## config.mk

```make
export PLATFORM = sky130hd
export DESIGN_NAME = dual_digit_seven_segment_mux
export DESIGN_NICKNAME = d
export VERILOG_FILES = /design/src/sv/dd7seg_pkg.sv /design/src/sv/dual_digit_seven_segment_mux.sv
export SDC_FILE = /design/constraint.sdc
export NUM_CORES = 1
export LEC_CHECK = 0
export ABC_AREA = 0
export BUFFER_PORTS_ARGS = -buffer_cell sky130_fd_sc_hd__buf_2
export CAP_MARGIN = 20
export CORE_MARGIN = 4
export CORE_UTILIZATION = 60
export CTS_CLUSTER_DIAMETER = 30
export DETAILED_ROUTE_END_ITERATION = 12
export PLACE_DENSITY = 0.8
export SKIP_CTS_REPAIR_TIMING = 1
export SLEW_MARGIN = 10
export SYNTH_ARGS = -nofsm -noshare
export SYNTH_HDL_FRONTEND = slang
export SYNTH_SLANG_ARGS = --single-unit
```

## constraint.sdc

```tcl
create_clock -name aclk -period 6.4 [get_ports aclk]
set_input_delay 0.64 -clock aclk [delete_from_list [all_inputs] [get_ports aclk]]
set_output_delay 0.64 -clock aclk [all_outputs]
set_load 0.01 [all_outputs]
```

## src/sv/dd7seg_pkg.sv

```systemverilog
// Shared constants and decode tables for the dual-digit seven-segment driver.
package dd7seg_pkg;

    localparam int unsigned ValueWidth = 8;
    localparam int unsigned TimeWidth = 32;
    localparam int unsigned FrameWidth = 16;
    localparam int unsigned PhaseWidth = 4;
    localparam int unsigned SegWidth = 7;
    localparam int unsigned InDataWidth = 40;
    localparam int unsigned OutDataWidth = 16;
    localparam int unsigned OutUsedWidth = 2 + SegWidth;

    localparam logic [FrameWidth-1:0] FrameTimeReset = 16'd500;
    localparam logic [PhaseWidth-1:0] SpinFrames = 4'd8;

    typedef logic [SegWidth-1:0] seg_t;

    // Segment pattern of one decimal digit, bit 0 = a through bit 6 = g.
    function automatic seg_t seg_font(input logic [3:0] digit);
        seg_t seg;
        begin
            unique case (digit)
                4'd0:    seg = 7'h3F;
                4'd1:    seg = 7'h06;
                4'd2:    seg = 7'h5B;
                4'd3:    seg = 7'h4F;
                4'd4:    seg = 7'h66;
                4'd5:    seg = 7'h6D;
                4'd6:    seg = 7'h7D;
                4'd7:    seg = 7'h07;
                4'd8:    seg = 7'h7F;
                4'd9:    seg = 7'h6F;
                default: seg = 7'h00;
            endcase
            return seg;
        end
    endfunction

    // Segment lit in each spinner frame.
    function automatic seg_t spin_seg(input logic [2:0] frame);
        seg_t seg;
        begin
            unique case (frame)
                3'd0: seg = 7'h01;
                3'd1: seg = 7'h02;
                3'd2: seg = 7'h04;
                3'd3: seg = 7'h08;
                3'd4: seg = 7'h08;
                3'd5: seg = 7'h10;
                3'd6: seg = 7'h20;
                3'd7: seg = 7'h01;
            endcase
            return seg;
        end
    endfunction

endpackage

```

## src/sv/dual_digit_seven_segment_mux.sv

```systemverilog
// Top level of the dual-digit multiplexed seven-segment display driver.
//
//  Channel   Direction  Payload (lowest bit first)
//  s_*       in         display_value[7:0], now_ms[39:8]
//  m_*       out        digit_one_on[0], digit_two_on[1], segments[8:2], zeros[15:9]
//  cfg_*     in         frame_time_ms[15:0]
//
// One refresh beat per cycle when the output side keeps taking beats.
// A beat is captured in the input register, then the decode and the
// state update run in one pass into the output register.
// Both registers hold while the output register is full and m_tready is low; s_tready drops only when both are full.
// Synchronous active-low reset clears the drives, phase, frame time mark and
// sets the frame interval to 500 ms.
module dual_digit_seven_segment_mux (
    input  logic                                 aclk,
    input  logic                                 aresetn,
    input  logic                                 s_tvalid,
    output logic                                 s_tready,
    input  logic [dd7seg_pkg::InDataWidth-1:0]   s_tdata,  // display_value, now_ms
    output logic                                 m_tvalid,
    input  logic                                 m_tready,
    output logic [dd7seg_pkg::OutDataWidth-1:0]  m_tdata,  // digit_one_on, digit_two_on, segments
    input  logic                                 cfg_we,
    input  logic [dd7seg_pkg::FrameWidth-1:0]    cfg_wdata
);
    import dd7seg_pkg::*;

    logic                    in_valid_reg;
    logic [ValueWidth-1:0]   in_value_reg;
    logic [TimeWidth-1:0]    in_now_reg;
    logic                    out_valid_reg;
    logic                    out_valid_next;
    logic [OutDataWidth-1:0] out_data_reg;

    logic [FrameWidth-1:0]   frame_time_reg;
    logic [PhaseWidth-1:0]   phase_reg;
    logic [PhaseWidth-1:0]   phase_next;
    logic [TimeWidth-1:0]    last_frame_reg;
    logic [TimeWidth-1:0]    last_frame_next;
    logic                    dig_one_reg;
    logic                    dig_one_next;
    logic                    dig_two_reg;
    logic                    dig_two_next;
    seg_t                    seg_reg;
    seg_t                    seg_next;

    logic                    advance;
    logic                    in_fire;
    logic [PhaseWidth-1:0]   phase_eff;
    logic [TimeWidth-1:0]    elapsed;
    logic [14:0]             div_prod;
    logic [3:0]              tens_quot;
    logic [3:0]              ones_digit;
    logic [3:0]              tens_digit;
    logic [ValueWidth-2:0]   mag;

    assign advance  = in_valid_reg && (!out_valid_reg || m_tready);
    assign s_tready = !in_valid_reg || advance;
    assign in_fire  = s_tvalid && s_tready;
    assign out_valid_next = advance || (out_valid_reg && !m_tready);

    // Divide by ten as (x * 205) >> 11, exact for the 7-bit magnitude.
    assign mag        = in_value_reg[ValueWidth-2:0];
    assign div_prod   = {8'd0, mag} * 15'd205;
    assign tens_quot  = div_prod[14:11];
    assign ones_digit = 4'(mag - 7'(tens_quot) * 7'd10);
    assign tens_digit = (tens_quot >= 4'd10) ? 4'(tens_quot - 4'd10) : tens_quot;
    assign elapsed    = in_now_reg - last_frame_reg;

    always_comb begin
        phase_next      = phase_reg;
        last_frame_next = last_frame_reg;
        dig_one_next    = dig_one_reg;
        dig_two_next    = dig_two_reg;
        seg_next        = seg_reg;
        phase_eff       = phase_reg;
        if (!in_value_reg[ValueWidth-1]) begin
            phase_eff = (phase_reg > 4'd1) ? 4'd0 : phase_reg;
            if (phase_eff == 4'd0) begin
                dig_one_next = 1'b1;
                dig_two_next = 1'b0;
                seg_next     = seg_font(ones_digit);
            end else begin
                dig_one_next = 1'b0;
                dig_two_next = 1'b1;
                seg_next     = seg_font(tens_digit);
            end
            phase_next = phase_eff + 4'd1;
        end else if (elapsed >= {{(TimeWidth-FrameWidth){1'b0}}, frame_time_reg}) begin
            phase_eff       = (phase_reg >= SpinFrames) ? 4'd0 : phase_reg;
            last_frame_next = in_now_reg;
            dig_one_next    = (phase_eff < 4'd4);
            dig_two_next    = !(phase_eff < 4'd4);
            seg_next        = spin_seg(phase_eff[2:0]);
            phase_next      = phase_eff + 4'd1;
        end
    end

    always_ff @(posedge aclk) begin
        if (!aresetn) begin
            in_valid_reg   <= 1'b0;
            out_valid_reg  <= 1'b0;
            frame_time_reg <= FrameTimeReset;
            phase_reg      <= '0;
            last_frame_reg <= '0;
            dig_one_reg    <= 1'b0;
            dig_two_reg    <= 1'b0;
            seg_reg        <= '0;
        end else begin
            if (cfg_we) begin
                frame_time_reg <= cfg_wdata;
            end
            if (in_fire) begin
                in_valid_reg <= 1'b1;
            end else if (advance) begin
                in_valid_reg <= 1'b0;
            end
            out_valid_reg <= out_valid_next;
            if (advance) begin
                phase_reg      <= phase_next;
                last_frame_reg <= last_frame_next;
                dig_one_reg    <= dig_one_next;
                dig_two_reg    <= dig_two_next;
                seg_reg        <= seg_next;
            end
        end
    end

    always_ff @(posedge aclk) begin
        if (in_fire) begin
            in_value_reg <= s_tdata[ValueWidth-1:0];
            in_now_reg   <= s_tdata[ValueWidth+TimeWidth-1:ValueWidth];
        end
        if (advance) begin
            out_data_reg <= {{(OutDataWidth-OutUsedWidth){1'b0}},
                             seg_next, dig_two_next, dig_one_next};
        end
    end

    assign m_tvalid = out_valid_reg;
    assign m_tdata  = out_data_reg;

endmodule

```

### Word-level counts from Yosys, hierarchy flattened

Memory sizes are Yosys's and may differ from the RTL's.
Index checks and enable logic that the tools add are counted.

| storage, ports and cells | value |
|---|---|
| memory bits (read-only) | 272 |
| flip-flop bits (word level) | 112 |
| input port bits | 61 |
| logic and storage cells | 57 |
| memories kept | 3 |
| output and inout bits | 18 |

| cells by class | value |
|---|---|
| mux-type cells | 16 |
| equality and inequality tests | 1 |
| reduce and logical (&&, ||, !) cells | 14 |
| order comparisons | 5 |
| $mul | 2 |
| $add $sub $neg | 5 |

Memories:

| name | words | width | rd ports | clocked after memory_dff | write ports | RTL line | text |
|---|---|---|---|---|---|---|---|
| (no name shown) | 16 | 7 | 1 | 0 | 0 | dd7seg_pkg.sv:22 | `unique case (digit)` |
| (no name shown) | 16 | 7 | 1 | 0 | 0 | dd7seg_pkg.sv:22 |  |
| (no name shown) | 8 | 6 | 1 | 0 | 0 | dd7seg_pkg.sv:43 | `unique case (frame)` |

Operator list:

| kind | number |
|---|---|
| $ge A32 B16 Y1 | 1 |
| $sub A32 B32 Y32 | 1 |
| $mux W7 | 3 |
| $mux W4 | 5 |
| $mul A7 B8 Y15 const B | 1 |
| $add A4 B1 Y4 const B | 2 |
| $ge A4 B4 Y1 const B | 2 |
| $mux W1 | 8 |
| $gt A4 B1 Y1 const B | 1 |
| $logic_not A1 Y1 | 4 |
| $logic_not A4 Y1 | 1 |
| $lt A4 B3 Y1 const B | 1 |
| $mul A4 B3 Y3 const B | 1 |
| $sub A4 B4 Y4 | 1 |
| $sub A4 B4 Y4 const B | 1 |
| $logic_and A1 B1 Y1 | 3 |
| $logic_or A1 B1 Y1 | 3 |
| $reduce_and A3 Y1 | 1 |
| $ne A2 B1 Y1 const B | 1 |
| $reduce_and A2 Y1 | 1 |
| $reduce_bool A2 Y1 | 1 |

### Longest topological paths before layout

| logic depth | value |
|---|---|
| word-level depth | 6 |
| depth in mapped cells | 24 |

### Worst setup path before layout

No wires, ideal clock.

| timing path | value |
|---|---|
| path kind | register to register |
| start point | reg in_value_reg[4] |
| end point | reg seg_reg[3] |
| arrival time | 5457 ps |
| period minus slack after synthesis | 5575 ps |
| library setup time | 117 ps |
| cell stages (with the launch flop) | 23 |
| setup slack | 825 ps |
| cell sequence | edfxtp_1 -> ha_1 -> ha_1 -> fa_1 -> inv_1 -> fa_1 -> inv_1 -> ha_1 -> a21o_1 -> a21oi_1 -> o31ai_1 -> xor2_1 -> ha_1 -> fa_1 -> xor2_1 -> xnor2_1 -> xnor2_1 -> xnor2_2 -> mux2i_1 -> a22o_1 -> a22o_1 -> a31o_2 -> a32o_1 |

| on the way | value |
|---|---|
| cells in the longest elaborated chain, start to end | 6 |
| elaborated cells between the ends (all ways) | 10 |

Ends and longest elaborated chain:

| element | RTL line | text |
|---|---|---|
| start, declared | dual_digit_seven_segment_mux.sv:29 | `logic [ValueWidth-1:0] in_value_reg;` |
| start signal, assigned | dual_digit_seven_segment_mux.sv:131 | `in_value_reg <= s_tdata[ValueWidth-1:0];` |
| $mul A7 B8 Y15 (*) | dual_digit_seven_segment_mux.sv:64 | `assign div_prod = {8'd0, mag} * 15'd205;` |
| $mul A4 B3 Y3, or another cell as far along | dual_digit_seven_segment_mux.sv:66 | `assign ones_digit = 4'(mag - 7'(tens_quot) * 7'd10);` |
| $sub A4 B4 Y4 / $mux W4 (equally long branches) | dual_digit_seven_segment_mux.sv:66, dual_digit_seven_segment_mux.sv:67 |  |
| $mem_v2 Z16 W7 | - |  |
| $mux W7 (*) | dual_digit_seven_segment_mux.sv:79 | `if (phase_eff == 4'd0) begin` |
| $mux W7 (*) | dual_digit_seven_segment_mux.sv:77 | `if (!in_value_reg[ValueWidth-1]) begin` |
| end signal, assigned | dual_digit_seven_segment_mux.sv:124 | `seg_reg <= seg_next;` |
| end, declared | dual_digit_seven_segment_mux.sv:44 | `seg_t seg_reg;` |

Mark *: on every way between the ends. The rest lies on a longest branch, timed or not.
A chain may end at the register's enable or synchronous reset.

### Final worst setup path

Ends and elaborated chain as after synthesis.

==> results.toml <==
[run_status]
status = "complete, no violations"

[timing]
worst_pin_slew_ns = 1.04
finalHoldViolCount = 0
fin_skew_ns = 0.00804
holdWs_ns = 0.451
fmax_ghz = 0.169
slew_headroom_pct = 30.6
slew_viol_final = 0
setup_tns_ns = 0
period_needed_ns = 5.91
finalSetupViolations = 0
finalCritPeriodShare_pct = 92.3
rsz0062_at_grt = "no"

[worst_setup_path]
required_ns = 6.66
end_kind = "flip-flop"
arrival_ns = 6.16
cp-start-kind = "flip-flop"
critical_path_class = "flip-flop to flip-flop"
cp_max_fo = 8

[floorplanning]
ios = 79
dieHeight_um = 127
dieArea_mm2 = 0.0161
coreArea_mm2 = 0.0139
start_util_pct = 61.1
chipWidth_um = 127
rows = 43

[route]
drc = 0
wl_met3_mm = 1.13
wl_per_cell_um = 16.4
wl_met2_mm = 8.85
wl_mm = 19.0
ant_nets = 0
num_vias = 6783
wl_met1_mm = 8.74
drtIter0Drc = 488
first_pass_iters = 5
top_layer = "met4"
vias_per_cell = 5.85

[pwr]
p_per_area_mw_per_mm2 = 278
p_leak_nw = 3.82
switching_power_mw = 0.942
ir_drop_mv = 0.163
p_clk_share_pct = 24.1
swShare_pct = 36.7
p_seq_share_pct = 32.6
power.internal_mw = 1.62
combPwrFrac_pct = 43.3

[finish]
synthToLayoutAreaGrowth_pct = 8.83
layout-drive-gt1-share_pct = 12.2
finalNonFillerCells = 1159
finalNetCount = 1139
final_cell_mix = "ha_1, inv_1, nand2_1, buf_2, dfxtp_1"
n_antenna_cell = 0
final_common_cell = "ha_1"

[logic_synthesis]
synthXorXnorAreaFrac_pct = 3.79
netlist_area_mm2 = 0.00847
ys_seq_elements = 112
synthSimpleGateAreaFrac_pct = 17.1
synth_compound_area_share_pct = 17.3
yosys.cell_types.count = 84
ys_seq_area_share_pct = 32.2
synth_top_family_by_area = "compound AO/OA/AOI/OAI gates"
syn_inst = 929
async_flop_share_pct = 0
synth-edff-count = 49
synthFlopType = "dfxtp_1"
synth_mux_area_share_pct = 6.53
ys_warn_count = 0
yosys.area_share.adder_pct = 16.2
syn_area_per_cell_um2 = 9.12

[cts]
cts-root-buf = "clkbuf_16"
cts.reportedPaths.clkPinSlew_ns = 0.08
clock_path_buffers = 2
insertion_delay_ns = 0.36
htree_levels = 3
cts_made_buffers = 9
tritoncts = "yes"
cts.sinks = 112

[job]
maxCapViolCount = 0

[hold_path]
hold_path.class = "input port to flip-flop"

[placement]
port_buffers = 71
dp_hpwl_mm = 14.4
place_inst = 1143
gp_congestion = 0.961

[grt]
track_usage_pct = 24.4
grt_pass1_wl_mm = 31.9
antenna_found_initial = 0
grt_pass1_vias = 6543
grt_max_degree = 65
grt-ovfl-total = 0
-- synth_stat cells, types with 5 or more instances --
cell / number / area share (%)
clkbuf_1: 19 / 0.84
o211ai_1: 12 / 1.1
a21o_1: 16 / 1.4
nor4_1: 6 / 0.44
buf_2: 14 / 0.83
and2_1: 6 / 0.44
fa_1: 10 / 2.4
inv_1: 87 / 3.9
or3_1: 6 / 0.44
nand3_1: 14 / 0.83
edfxtp_1: 49 / 17
xnor2_1: 19 / 2.0
buf_4: 12 / 1.1
nor2b_1: 51 / 3.8
nand2_1: 75 / 3.3
dfxtp_1: 63 / 15
o21ai_0: 36 / 2.1
o21a_1: 11 / 0.97
ha_1: 94 / 14
a21oi_1: 55 / 3.2
and4_1: 5 / 0.52
a31o_2: 5 / 0.52
nor2_1: 49 / 2.2
a211oi_1: 6 / 0.53
o21ai_1: 8 / 0.47
mux2i_1: 53 / 6.3
nand4_1: 14 / 1.0
nand2b_1: 12 / 0.89
nor3_1: 14 / 0.83
xor2_1: 14 / 1.4
-- power by group through the flow --
| stage | sequential, mW | clock, mW | combinational (mW) |
|---|---|---|---|
| floorplan | 0.851 | 0 | 0.852 |
| global placement | 0.851 | 0 | 1.07 |
| detailed placement | 0.853 | 0 | 1.09 |
| CTS | 0.838 | 0.632 | 1.10 |
| global route | 0.844 | 0.664 | 1.25 |
| finish | 0.837 | 0.617 | 1.11 |
-- worst max-delay path, cell delays in order (launching register included) --
cell and delay (ns):
edfxtp_1 0.44, ha_1 0.33, ha_1 0.29, fa_1 0.51
inv_1 0.05, fa_1 0.50, inv_1 0.04, ha_1 0.27
a21o_1 0.11, a21oi_1 0.07, o31ai_1 0.41, xor2_1 0.23
ha_1 0.25, fa_1 0.37, xor2_1 0.16, xnor2_1 0.14
xnor2_1 0.19, xnor2_2 0.38, mux2i_1 0.15, a22o_1 0.20
a22o_1 0.25, a31o_2 0.21, a32o_1 0.24
-- path summary, 6_finish.rpt --
check / from / endpoint / slack, ns / cells past startpoint
max: in_value_reg[4]$_DFFE_PP_ / seg_reg[3]$_SDFFE_PN0P_ / 0.49 / 22
min reg2reg: seg_reg[2]$_SDFFE_PN0P_ / seg_reg[2]$_SDFFE_PN0P_ / 0.47 / 1
min: s_tdata[33] / in_now_reg[25]$_DFFE_PP_ / 0.45 / 1
max reg2reg: in_value_reg[4]$_DFFE_PP_ / seg_reg[3]$_SDFFE_PN0P_ / 0.49 / 22
-- per-stage QoR --
step                      total power, mW  setup slack, ns  utilization, %  cell area [µm²]
after floorplan                      1.70            0.825               -             8500
after global placement               1.92            0.597            63.8             8860
after detailed placement             1.95            0.495            64.0             8890
after CTS                            2.57            0.499            66.4             9220
after global routing                 2.76            0.122            66.4             9220
final                                2.56            0.494            66.4             9220
-- metal layers --
layer | track usage [%] | up-vias
met5 | 0 | -
met4 | 6.62 | 0
met3 | 4.21 | 20
met2 | 39.9 | 205
met1 | 33.5 | 3162
li1 | - | 3396
-- cell families (layout without fill, tap and decap cells) --
| family | after synthesis | after routing |
|---|---|---|
| AOI/OAI and AO/OA | 214 | 214 |
| xor gates and xnor gates | 35 | 35 |
| adders and majority gates | 104 | 104 |
| buffers and inverters | 134 | 178 |
| DFF | 112 | 112 |
| muxes | 55 | 55 |
| other | 1 | 7 |
| and+or+nand+nor | 274 | 274 |
-- cell type report --
| class | count | area, µm² |
|---|---|---|
| well taps | 180 | 225 |
| flip-flops and latches | 112 | 2730 |
| clock inverters | 5 | 68.8 |
| repair buffers | 75 | 405 |
| fillers | 1169 | 4660 |
| clock buffers | 11 | 264 |
| inverters | 87 | 327 |
| multi-input cells | 689 | 5200 |
Note: power is estimated with default switching activity, not from simulation.
